===== src/rtl/priority_array_command_arbiter_unit_macros.svh =====
// Assertion macros shared by the priority array arbiter RTL.
`ifndef PRIORITY_ARRAY_COMMAND_ARBITER_UNIT_MACROS_SVH
`define PRIORITY_ARRAY_COMMAND_ARBITER_UNIT_MACROS_SVH

// Same-cycle implication, sampled on clk, off while rst_n is low.
`define PACU_ASSERT_IMP(lbl, ante, cons) \
  lbl: assert property (@(posedge clk) disable iff (!rst_n) (ante) |-> (cons)) \
    else $error("pacu: assertion failed");

// Next-cycle implication, sampled on clk, off while rst_n is low.
`define PACU_ASSERT_NXT(lbl, ante, cons) \
  lbl: assert property (@(posedge clk) disable iff (!rst_n) (ante) |=> (cons)) \
    else $error("pacu: assertion failed");

`endif


===== src/rtl/pacu_pkg.sv =====
// Package: shared types, codes and defaults of the priority array arbiter.
`timescale 1ns / 1ps
package pacu_pkg;

  localparam int OBJECT_COUNT_DEF    = 4;
  localparam int PRIORITY_LEVELS_DEF = 16;

  localparam int LEVEL_W  = 8;
  localparam int INST_W   = 8;
  localparam int PRIO_W   = 5;
  localparam int MODE_W   = 2;
  localparam int STATUS_W = 3;
  localparam int CFG_IDX_W  = 2;
  localparam int CFG_DATA_W = 8;

  localparam logic [MODE_W-1:0] MODE_READ    = 2'd0;
  localparam logic [MODE_W-1:0] MODE_WRITE   = 2'd1;
  localparam logic [MODE_W-1:0] MODE_RELINQ  = 2'd2;

  localparam logic [STATUS_W-1:0] ST_OK           = 3'd0;
  localparam logic [STATUS_W-1:0] ST_BAD_INSTANCE = 3'd1;
  localparam logic [STATUS_W-1:0] ST_BAD_PRIORITY = 3'd2;
  localparam logic [STATUS_W-1:0] ST_BAD_LEVEL    = 3'd3;
  localparam logic [STATUS_W-1:0] ST_DENIED       = 3'd4;

  localparam logic [PRIO_W-1:0] DENIED_PRIORITY = 5'd6;

  localparam logic [CFG_IDX_W-1:0] CFG_NUM_STATES   = 2'd0;
  localparam logic [CFG_IDX_W-1:0] CFG_RELINQ_DEF   = 2'd1;
  localparam logic [CFG_IDX_W-1:0] CFG_DENY_PRIO6   = 2'd2;

  localparam logic [LEVEL_W-1:0] NUM_STATES_RST = 8'd3;
  localparam logic [LEVEL_W-1:0] RELINQ_DEF_RST = 8'd1;

  typedef struct packed {
    logic [MODE_W-1:0]  mode;
    logic [INST_W-1:0]  inst;
    logic [PRIO_W-1:0]  prio;
    logic [LEVEL_W-1:0] level;
  } req_t;

  typedef struct packed {
    logic [LEVEL_W-1:0] num_states;
    logic [LEVEL_W-1:0] relinq_def;
    logic               deny_prio6;
  } cfg_t;

  typedef struct packed {
    logic [LEVEL_W-1:0]  pv;
    logic [PRIO_W-1:0]   win;
    logic [STATUS_W-1:0] status;
  } res_t;

endpackage


===== src/rtl/priority_array_command_arbiter_unit.sv =====
// Top level: priority array command arbiter with registered stage and result.
//
//   channel | direction | handshake           | payload
//   --------+-----------+---------------------+--------------------------------------
//   in      | input     | in_valid / in_stall | mode, instance_req, priority_req, level
//   out     | output    | out_valid/out_stall | present_value, winning_priority, status
//   cfg     | input     | cfg_wr_en           | cfg_index, cfg_wdata
//
// One transaction per cycle while out_stall is low; a result passes the stage register, then the result register.
// The throughput is set by the single row read-modify-write per cycle on the slot RAM,
// with a same-edge bypass covering back-to-back hits on one object.
// Reset clears per-object row-valid flops: no clearing pass, all slots empty.
// out_stall holds the result register; the stage behind it then fills and in_stall rises.
`timescale 1ns / 1ps
`include "priority_array_command_arbiter_unit_macros.svh"
module priority_array_command_arbiter_unit #(
  parameter int OBJECT_COUNT    = pacu_pkg::OBJECT_COUNT_DEF,
  parameter int PRIORITY_LEVELS = pacu_pkg::PRIORITY_LEVELS_DEF
) (
  input  logic                               clk,
  input  logic                               rst_n,
  input  logic                               cfg_wr_en,
  input  logic [pacu_pkg::CFG_IDX_W-1:0]     cfg_index,
  input  logic [pacu_pkg::CFG_DATA_W-1:0]    cfg_wdata,
  input  logic                               in_valid,
  output logic                               in_stall,
  input  logic [pacu_pkg::MODE_W-1:0]        in_mode,
  input  logic [pacu_pkg::INST_W-1:0]        in_instance_req,
  input  logic [pacu_pkg::PRIO_W-1:0]        in_priority_req,
  input  logic [pacu_pkg::LEVEL_W-1:0]       in_level,
  output logic                               out_valid,
  input  logic                               out_stall,
  output logic [pacu_pkg::LEVEL_W-1:0]       out_present_value,
  output logic [pacu_pkg::PRIO_W-1:0]        out_winning_priority,
  output logic [pacu_pkg::STATUS_W-1:0]      out_status
);
  import pacu_pkg::*;

  localparam int IDX_W = (OBJECT_COUNT > 1) ? $clog2(OBJECT_COUNT) : 1;
  localparam int ROW_W = PRIORITY_LEVELS * (LEVEL_W + 1);

  // configuration registers
  cfg_t cfg_r;

  always_ff @(posedge clk) begin
    if (!rst_n) begin
      cfg_r.num_states <= NUM_STATES_RST;
      cfg_r.relinq_def <= RELINQ_DEF_RST;
      cfg_r.deny_prio6 <= 1'b1;
    end else if (cfg_wr_en) begin
      case (cfg_index)
        CFG_NUM_STATES: cfg_r.num_states <= cfg_wdata;
        CFG_RELINQ_DEF: cfg_r.relinq_def <= cfg_wdata;
        CFG_DENY_PRIO6: cfg_r.deny_prio6 <= cfg_wdata[0];
        default: ;
      endcase
    end
  end

  // handshake
  logic in_acc;
  logic out_free;
  logic s1_adv;
  logic in_inst_ok;

  logic s1_valid_r;
  logic s1_inst_ok_r;
  req_t s1_req_r;

  logic out_valid_r;
  res_t out_res_r;

  assign out_free   = !out_valid_r || !out_stall;
  assign s1_adv     = s1_valid_r && out_free;
  assign in_stall   = s1_valid_r && !out_free;
  assign in_acc     = in_valid && !in_stall;
  assign in_inst_ok = (in_instance_req < INST_W'(OBJECT_COUNT));

  always_ff @(posedge clk) begin
    if (!rst_n) begin
      s1_valid_r <= 1'b0;
    end else if (in_acc) begin
      s1_valid_r <= 1'b1;
    end else if (s1_adv) begin
      s1_valid_r <= 1'b0;
    end
  end

  always_ff @(posedge clk) begin
    if (in_acc) begin
      s1_req_r.mode  <= in_mode;
      s1_req_r.inst  <= in_instance_req;
      s1_req_r.prio  <= in_priority_req;
      s1_req_r.level <= in_level;
      s1_inst_ok_r   <= in_inst_ok;
    end
  end

  // slot store and command logic
  logic             st_wr_en;
  logic             cmd_wr_en;
  logic [ROW_W-1:0] rd_row;
  logic [ROW_W-1:0] new_row;
  res_t             cmd_res;

  // RAM writes only when the transaction leaves the stage, so it happens once
  assign st_wr_en = s1_adv && cmd_wr_en;

  pacu_store #(
    .OBJECT_COUNT    (OBJECT_COUNT),
    .PRIORITY_LEVELS (PRIORITY_LEVELS)
  ) u_store (
    .clk    (clk),
    .rst_n  (rst_n),
    .rd_en  (in_acc && in_inst_ok),
    .rd_idx (in_instance_req[IDX_W-1:0]),
    .wr_en  (st_wr_en),
    .wr_idx (s1_req_r.inst[IDX_W-1:0]),
    .wr_row (new_row),
    .rd_row (rd_row)
  );

  pacu_cmd #(
    .PRIORITY_LEVELS (PRIORITY_LEVELS)
  ) u_cmd (
    .req     (s1_req_r),
    .inst_ok (s1_inst_ok_r),
    .cfg     (cfg_r),
    .row     (rd_row),
    .wr_en   (cmd_wr_en),
    .new_row (new_row),
    .res     (cmd_res)
  );

  // result register
  always_ff @(posedge clk) begin
    if (!rst_n) begin
      out_valid_r <= 1'b0;
    end else if (s1_adv) begin
      out_valid_r <= 1'b1;
    end else if (!out_stall) begin
      out_valid_r <= 1'b0;
    end
  end

  always_ff @(posedge clk) begin
    if (s1_adv) begin
      out_res_r <= cmd_res;
    end
  end

  assign out_valid            = out_valid_r;
  assign out_present_value    = out_res_r.pv;
  assign out_winning_priority = out_res_r.win;
  assign out_status           = out_res_r.status;

  // checks
  `PACU_ASSERT_NXT(a_adv_loads_out, s1_adv, out_valid_r)
  `PACU_ASSERT_NXT(a_bad_inst_result, s1_adv && !s1_inst_ok_r,
                   out_status == ST_BAD_INSTANCE && out_winning_priority == '0)
  `PACU_ASSERT_IMP(a_stall_only_full, in_stall, s1_valid_r && out_valid_r)
  `PACU_ASSERT_IMP(a_win_in_range, out_valid_r,
                   out_winning_priority <= PRIO_W'(PRIORITY_LEVELS))

endmodule


===== src/rtl/pacu_store.sv =====
// Command slot store: one row per object, row-valid flops, same-edge bypass.
`timescale 1ns / 1ps
module pacu_store #(
  parameter int OBJECT_COUNT    = pacu_pkg::OBJECT_COUNT_DEF,
  parameter int PRIORITY_LEVELS = pacu_pkg::PRIORITY_LEVELS_DEF,
  localparam int IDX_W = (OBJECT_COUNT > 1) ? $clog2(OBJECT_COUNT) : 1,
  localparam int ROW_W = PRIORITY_LEVELS * (pacu_pkg::LEVEL_W + 1)
) (
  input  logic             clk,
  input  logic             rst_n,
  input  logic             rd_en,
  input  logic [IDX_W-1:0] rd_idx,
  input  logic             wr_en,
  input  logic [IDX_W-1:0] wr_idx,
  input  logic [ROW_W-1:0] wr_row,
  output logic [ROW_W-1:0] rd_row
);
  import pacu_pkg::*;

  logic [ROW_W-1:0]        mem [OBJECT_COUNT];
  logic [ROW_W-1:0]        mem_q_r;
  logic [ROW_W-1:0]        byp_row_r;
  logic [OBJECT_COUNT-1:0] row_vld_r;
  logic                    rd_vld_r;
  logic                    byp_hit_r;

  always_ff @(posedge clk) begin
    if (wr_en) begin
      mem[wr_idx] <= wr_row;
    end
    if (rd_en) begin
      mem_q_r   <= mem[rd_idx];
      byp_row_r <= wr_row;
    end
  end

  always_ff @(posedge clk) begin
    if (!rst_n) begin
      row_vld_r <= '0;
      rd_vld_r  <= 1'b0;
      byp_hit_r <= 1'b0;
    end else begin
      if (wr_en) begin
        row_vld_r[wr_idx] <= 1'b1;
      end
      if (rd_en) begin
        rd_vld_r  <= row_vld_r[rd_idx];
        // write landing on the same row at the read edge: RAM returns old data
        byp_hit_r <= wr_en && (wr_idx == rd_idx);
      end
    end
  end

  // never-written row reads as all slots empty
  assign rd_row = byp_hit_r ? byp_row_r : (rd_vld_r ? mem_q_r : '0);

endmodule


===== src/rtl/pacu_cmd.sv =====
// Command checks, slot update and priority resolution for one object row.
`timescale 1ns / 1ps
module pacu_cmd #(
  parameter int PRIORITY_LEVELS = pacu_pkg::PRIORITY_LEVELS_DEF,
  localparam int ROW_W  = PRIORITY_LEVELS * (pacu_pkg::LEVEL_W + 1),
  localparam int SLOT_W = (PRIORITY_LEVELS > 1) ? $clog2(PRIORITY_LEVELS) : 1
) (
  input  pacu_pkg::req_t   req,
  input  logic             inst_ok,
  input  pacu_pkg::cfg_t   cfg,
  input  logic [ROW_W-1:0] row,
  output logic             wr_en,
  output logic [ROW_W-1:0] new_row,
  output pacu_pkg::res_t   res
);
  import pacu_pkg::*;

  logic              is_cmd;
  logic              is_wr;
  logic [STATUS_W-1:0] status;
  logic [PRIO_W-1:0] prio_m1;
  logic [SLOT_W-1:0] slot;

  assign is_wr   = (req.mode == MODE_WRITE);
  assign is_cmd  = is_wr || (req.mode == MODE_RELINQ);
  assign prio_m1 = req.prio - 5'd1;
  assign slot    = prio_m1[SLOT_W-1:0];

  always_comb begin
    status = ST_OK;
    if (!inst_ok) begin
      status = ST_BAD_INSTANCE;
    end else if (is_cmd) begin
      if ((req.prio == '0) || (req.prio > PRIO_W'(PRIORITY_LEVELS))) begin
        status = ST_BAD_PRIORITY;
      end else if ((req.prio == DENIED_PRIORITY) && cfg.deny_prio6) begin
        status = ST_DENIED;
      end else if (is_wr && ((req.level == '0) || (req.level > cfg.num_states))) begin
        status = ST_BAD_LEVEL;
      end
    end
  end

  assign wr_en = inst_ok && is_cmd && (status == ST_OK);

  // row layout: {levels, valid mask}; slot k level at [PL + 8k +: 8]
  always_comb begin
    new_row = row;
    if (wr_en) begin
      for (int k = 0; k < PRIORITY_LEVELS; k++) begin
        if (slot == SLOT_W'(k)) begin
          new_row[k] = is_wr;
          new_row[PRIORITY_LEVELS + k*LEVEL_W +: LEVEL_W] = is_wr ? req.level : '0;
        end
      end
    end
  end

  // lowest-numbered occupied slot wins
  always_comb begin
    res.pv     = cfg.relinq_def;
    res.win    = '0;
    res.status = status;
    if (inst_ok) begin
      for (int k = PRIORITY_LEVELS - 1; k >= 0; k--) begin
        if (new_row[k]) begin
          res.pv  = new_row[PRIORITY_LEVELS + k*LEVEL_W +: LEVEL_W];
          res.win = PRIO_W'(k + 1);
        end
      end
    end
  end

endmodule


===== config.mk =====
export PLATFORM = sky130hd
export DESIGN_NAME = priority_array_command_arbiter_unit
export DESIGN_NICKNAME = d
export VERILOG_FILES = /design/src/rtl/pacu_pkg.sv /design/src/rtl/priority_array_command_arbiter_unit.sv /design/src/rtl/pacu_store.sv /design/src/rtl/pacu_cmd.sv
export VERILOG_INCLUDE_DIRS = /design/src /design/src/rtl
export SDC_FILE = /design/constraint.sdc
export NUM_CORES = 1
export LEC_CHECK = 0
export BUFFER_PORTS_ARGS = -buffer_cell sky130_fd_sc_hd__clkbuf_2
export CAP_MARGIN = 20
export CORE_ASPECT_RATIO = 0.6
export CORE_MARGIN = 8
export CORE_UTILIZATION = 28
export DETAILED_ROUTE_END_ITERATION = 16
export PLACE_DENSITY = 0.52
export RECOVER_POWER = 50
export SETUP_SLACK_MARGIN = 0.05
export SYNTH_ARGS = -nofsm -noshare
export SYNTH_HDL_FRONTEND = slang
export SYNTH_HIERARCHICAL = 1
export SYNTH_SLANG_ARGS = --single-unit

===== constraint.sdc =====
create_clock -name clk -period 20.5 [get_ports clk]
set_input_delay 4.1 -clock clk [delete_from_list [all_inputs] [get_ports clk]]
set_output_delay 4.1 -clock clk [all_outputs]
set_load 0.02 [all_outputs]

# [Yosys cells after proc, flatten, opt, wreduce, memory -nomap -nowiden]
# Memories as Yosys holds them, arrays and structs flattened. A register that Yosys moved wholly into a read port is not among the register bits.
# Cells that the tools add are included.
[totals] reg_bits=203 ramBits=576 out_inout_bits=18 mem_count=1
[op_classes] addsub=1 n_lt_le_gt_ge=6 n_eq_ne=22 n_mux=68 bitwise_logic=2 n_reduce_logical=32
[memory_table] memory="u_store.mem" words=4 word_bits=144 read_ports=1 rd_ports_with_merged_regs=1 write_ports=1 line="pacu_store.sv:20" text="logic [ROW_W-1:0] mem [OBJECT_COUNT];"
[op_table] operator="2-to-1 mux 144 bit" count=3
[op_table] operator="2-to-1 mux 13 bit" count=17
[op_table] operator="2-to-1 mux 8 bit" count=17
[op_table] operator="equality test 4 bit, second input constant" count=8
[op_table] operator="2-to-1 mux 1 bit" count=24
[op_table] operator="equality test 4 x 3 -> 1 bit, second input constant" count=4
[op_table] operator="OR reduction 16 bit" count=1
[op_table] operator="2-to-1 mux 3 bit" count=4
[op_table] operator="logical AND 1 bit" count=11
[op_table] operator="equality test 4 x 2 -> 1 bit, second input constant" count=2
[op_table] operator="greater-than comparator 8 bit" count=1
[op_table] operator="zero test 8 bit" count=1
[op_table] operator="less-than comparator 8 x 3 -> 1 bit, second input constant" count=1
[op_table] operator="OR reduction 8 bit" count=1
[op_table] operator="less-than comparator 2 x 3 -> 1 bit, second input constant" count=2
[op_table] operator="AND reduction 2 bit" count=3
[op_table] operator="equality test 5 x 3 -> 1 bit, second input constant" count=1
[op_table] operator="greater-than comparator 5 bit, second input constant" count=1
[op_table] operator="zero test 5 bit" count=1
[op_table] operator="equality test 2 x 1 -> 1 bit, second input constant" count=2
[op_table] operator="equality test 2 bit, second input constant" count=2
[op_table] operator="equality test 4 x 1 -> 1 bit, second input constant" count=1
[op_table] operator="zero test 1 bit" count=4
[op_table] operator="zero test 4 bit" count=1
[op_table] operator="other kinds (15)" count=18

# [Logic depth before layout (Yosys ltp)]
[logic_depth] word_depth=28 mapped_depth=16

# [Cells and area by module]
# The synthesis kept the hierarchy.
[by_module_without_submodules] module="pacu_store" instances=1 cells_each=1244 area_per_inst_um2=31222.4 seq_area_each_um2=26065.0
[by_module_without_submodules] module="pacu_cmd" instances=1 cells_each=790 area_per_inst_um2=4850.9 seq_area_each_um2=0.0
[by_module_without_submodules] module="priority_array_command_arbiter_unit" instances=1 cells_each=121 area_per_inst_um2=2001.9 seq_area_each_um2=1581.5

# [Least setup slack after synthesis]
# Ideal clock, no wire load.
[synth_timing] path_type="input-to-reg" from="in out_stall" to="mem u_store/mem[0][0] (netlist name), enable pin" setup_ps=856 arrival_ps=15740 required_ps=19644 path_slack_ps=3904 stages=3 n_path_buf=0 cell_sequence="a21boi_1 -> and2_1 -> nor3b_1"
[synth_between] elab_chain_len=6
[synth_rtl] element="from (decl)" line="priority_array_command_arbiter_unit.sv:32" text="input logic out_stall,"
[synth_rtl] element="zero test 1 bit"
[synth_rtl] element="logical OR 1 bit" line="priority_array_command_arbiter_unit.sv:73" text="assign out_free = !out_valid_r || !out_stall;"
[synth_rtl] element="logical AND 1 bit" line="priority_array_command_arbiter_unit.sv:74" text="assign s1_adv = s1_valid_r && out_free;"
[synth_rtl] element="logical AND 1 bit" line="priority_array_command_arbiter_unit.sv:107" text="assign st_wr_en = s1_adv && cmd_wr_en;"
[synth_rtl] element="net st_wr_en" line="priority_array_command_arbiter_unit.sv:100" text="logic st_wr_en;"
[synth_rtl] element="2-to-1 mux 1 bit" line="pacu_store.sv:28" text="if (wr_en) begin"
[synth_rtl] element="2-to-1 mux 1 bit (implied by the code)" line="pacu_store.sv:29" text="mem[wr_idx] <= wr_row;"
[synth_rtl] element="to (decl)" line="pacu_store.sv:20"
# The timed path passes the listed nets, and every way through them passes these cells.

# [Worst setup path after layout]
[layout_timing] from="in in_instance_req[4] (netlist name)" to="reg u_store.rd_vld_r"
[layout_between] elab_chain_len=2
[layout_rtl] element="from (decl)" line="priority_array_command_arbiter_unit.sv:28" text="input logic [pacu_pkg::INST_W-1:0] in_instance_req,"
[layout_rtl] element="less-than comparator 8 x 3 -> 1 bit" line="priority_array_command_arbiter_unit.sv:77" text="assign in_inst_ok = (in_instance_req < INST_W'(OBJECT_COUNT));"
[layout_rtl] element="logical AND 1 bit" line="priority_array_command_arbiter_unit.sv:115" text=".rd_en (in_acc && in_inst_ok),"
[layout_rtl] element="to (signal assigned)" line="pacu_store.sv:47" text="rd_vld_r <= row_vld_r[rd_idx];"
[layout_rtl] element="to (decl)" line="pacu_store.sv:24" text="logic rd_vld_r;"
# No other way between the ends.
# A chain may end at the register's enable or synchronous reset.

==> qor.yml <==
clock_network:
  postCtsSetupRepairBufs: 0
  tritoncts_clock_tree: "built"
  number_of_sinks_handled_by_clock_tree_synthesis: 923
  cts_repair_resize_count: 0
  cts_made_buffers: 85
  number_of_h_tree_levels: 3
  buffer_cell_driving_the_clock_tree_root: "sky130_fd_sc_hd__clkbuf_16"
  clock_tree.buffer_depth: 3
  path_clk_slew_ps: 70
  clock_insertion_delay_worst_skew_ps: 680
  cts_hold_buffers: 0
route:
  count_of_vias_placed_by_the_detailed_router: 21100
  post-route-drc-count: 0
  detail-route-antenna-nets: 0
  iter_0_drt_violations: 2711
  drtPass1Iterations: 8
  avgViaCountPerCell: 5.18
  finalWirelength_um: 108000
  drt-wirelength-per-cell_um: 26.4
setup_path:
  path_max_fanout: 157
  critPathLaunchType: "input port"
  critical_path.endpoint_type: "register"
  crit_path_max_cell_delay_ps: 5620
  rr_worst_depth: 6
  timing.critical_path.required_ps: 21060
  cp_data_arrival_time_ps: 11810
  cpMaxStageDelayCell: "sky130_fd_sc_hd__clkbuf_1"
  path_cells: "clkbuf_2 -> or4_1 -> nor4b_1 -> clkbuf_1 -> buf_12 -> nand3_1 -> o221ai_1"
  criticalPathCategory: "input port to register"
global_routing:
  grt_total_usage: 0.140
  global_route.overflow_total: 0
  first_global_vias: 20500
  grt_antenna_before_repair: 11
  first_pass_grt_wire_length_um: 153000
  maximum_number_of_pins_on_one_net_before_global_route_repair: 158
die:
  fp.dieH_um: 301
  placement_rows: 104
  start_util: 0.282
  boundaryPins: 56
  fp.coreArea_um2: 134000
  die_w_um: 491
  dieArea_um2: 148000
power_and_ir_drop:
  swShare: 0.212
  internal_power_mw: 2.97
  power.leakage_nw: 12.0
  clock_power_share: 0.425
  power.share.sequential: 0.549
  pwr_density_cell_nw_per_um2: 88.6
  p_comb_frac: 0.025
  peakVddDrop_uv: 60.0
  switching_pwr_mw: 0.797
sta:
  max_freq_mhz: 88.9
  final.setup_skew_ps: 32.0
  actual_slew_at_the_worst_max_slew_pin_ps: 8090
  setup_tns_ps: 0
  timing_hold_violations_final: 0
  period_needed_ps: 11250
  setup_viol: 0
  timing.final.max_slew_violations: 411
  rsz_0062_raised_after_global_routing: "no"
  worst_slew_margin_rel: -4.39
  period_share: 0.549
run_status:
  run_status: "finished with violations"
  violations: "max-capacitance violations, max-slew violations"
job:
  maximum_capacitance_violations: 10
synth:
  synth.avg_cell_area_um2: 17.6
  post_synth_inst_count: 2149
  synth.yosys.warnings: 6
  syn_nets: 2196
  post_synthesis_cell_area_um2: 37900
hold_path:
  timing.hold.worst.class: "register to register"
  holdPathStages: 2
final_layout:
  most_used_cells_in_the_layout_excluding_fill_and_tap_cells: "sky130_fd_sc_hd__edfxtp_1, sky130_fd_sc_hd__nand2_1, sky130_fd_sc_hd__mux4_2, sky130_fd_sc_hd__a22o_1, sky130_fd_sc_hd__o21ai_0"
  drive_gt1_frac: 0.166
  multi_input_comb_area_um2: 9320
  final_common_cell: "sky130_fd_sc_hd__edfxtp_1"
  sequential_cell_area_um2: 27500
  areaGrowthSynthToFinish_pct: 12.2
  finalNetCount: 2246
  final.fill_count: 12900
  fin_cells: 4072
placed_design:
  detailed_place_hpwl_um: 66400
  portBuffers: 55
  routabilityCongestion: 0.878
  dp_cells: 3911
-- layer usage --
metal | share of wire | wire length (µm) | GRT usage | up-vias
li1 | - | - | - | 8873
met1 | 0.46 | 49500 | 0.213 | 11100
met2 | 0.41 | 43800 | 0.191 | 1016
met3 | 0.11 | 11800 | 0.0439 | 133
met4 | 0.022 | 2370 | 0.0368 | 4
met5 | 0.00026 | 28 | 0 | -
-- worst paths after layout --
path,from,to,slack (ps)
worst min-delay path,cfg_r[14]$_SDFFE_PN0P_,cfg_r[14]$_SDFFE_PN0P_,470
worst min register to register,cfg_r[14]$_SDFFE_PN0P_,cfg_r[14]$_SDFFE_PN0P_,470
worst max-delay path,in_instance_req[4],u_store/rd_vld_r$_SDFFE_PN0P_,9250
worst max register to register,s1_valid_r$_SDFFE_PN0P_,u_store/rd_vld_r$_SDFFE_PN0P_,12710
-- power groups by stage --
stage | Clock, mW | Sequential [mW] | Combinational [mW]
2_1_floorplan | 0 | 2.10 | 0.0628
3_3_place_gp | 0 | 2.11 | 0.0968
5_1_grt | 1.71 | 2.07 | 0.101
3_5_place_dp | 0 | 2.11 | 0.0975
6_report | 1.60 | 2.07 | 0.0955
4_1_cts | 1.64 | 2.07 | 0.0980
-- stage by stage --
step	worst slack, ps	power (mW)	utilization	area [µm²]	hold WS (ps)
2_1_floorplan	3900	2.17	-	37900	435
3_3_place_gp	11680	2.21	0.298	40000	451
3_5_place_dp	11680	2.21	0.298	40000	452
4_1_cts	11680	3.81	0.319	42800	470
5_1_grt	8540	3.88	0.317	42500	493
6_report	9250	3.77	0.317	42500	465
-- flip-flops by register name, indices dropped and copies added, names as in the netlist --
name                  cells
cfg_r                    17
u_store/mem_q_r         144
u_store/mem             576
u_store/byp_row_r       144
s1_valid_r                1
out_valid                 1
out_winning_priority      5
s1_req_r                 17
u_store/rd_vld_r          1
s1_inst_ok_r              1
u_store/row_vld_r         4
u_store/byp_hit_r         1
out_status                3
out_present_value         8
-- layout make-up --
class	count	area share
clock inverters	51	0.0107
inverters	30	0.00265
repair buffers	103	0.0139
clock buffers	106	0.0544
multi-input cells	1056	0.219
diodes	1	0.0000589
well taps	1802	0.0530
flip-flops and latches	923	0.646
-- critical path: cells and delay by family --
kind            cells  cell delay (ps)
buf+inv             3             6240
compound gates      1              240
simple gates        3              990
Power figures use the tool's default switching activity.
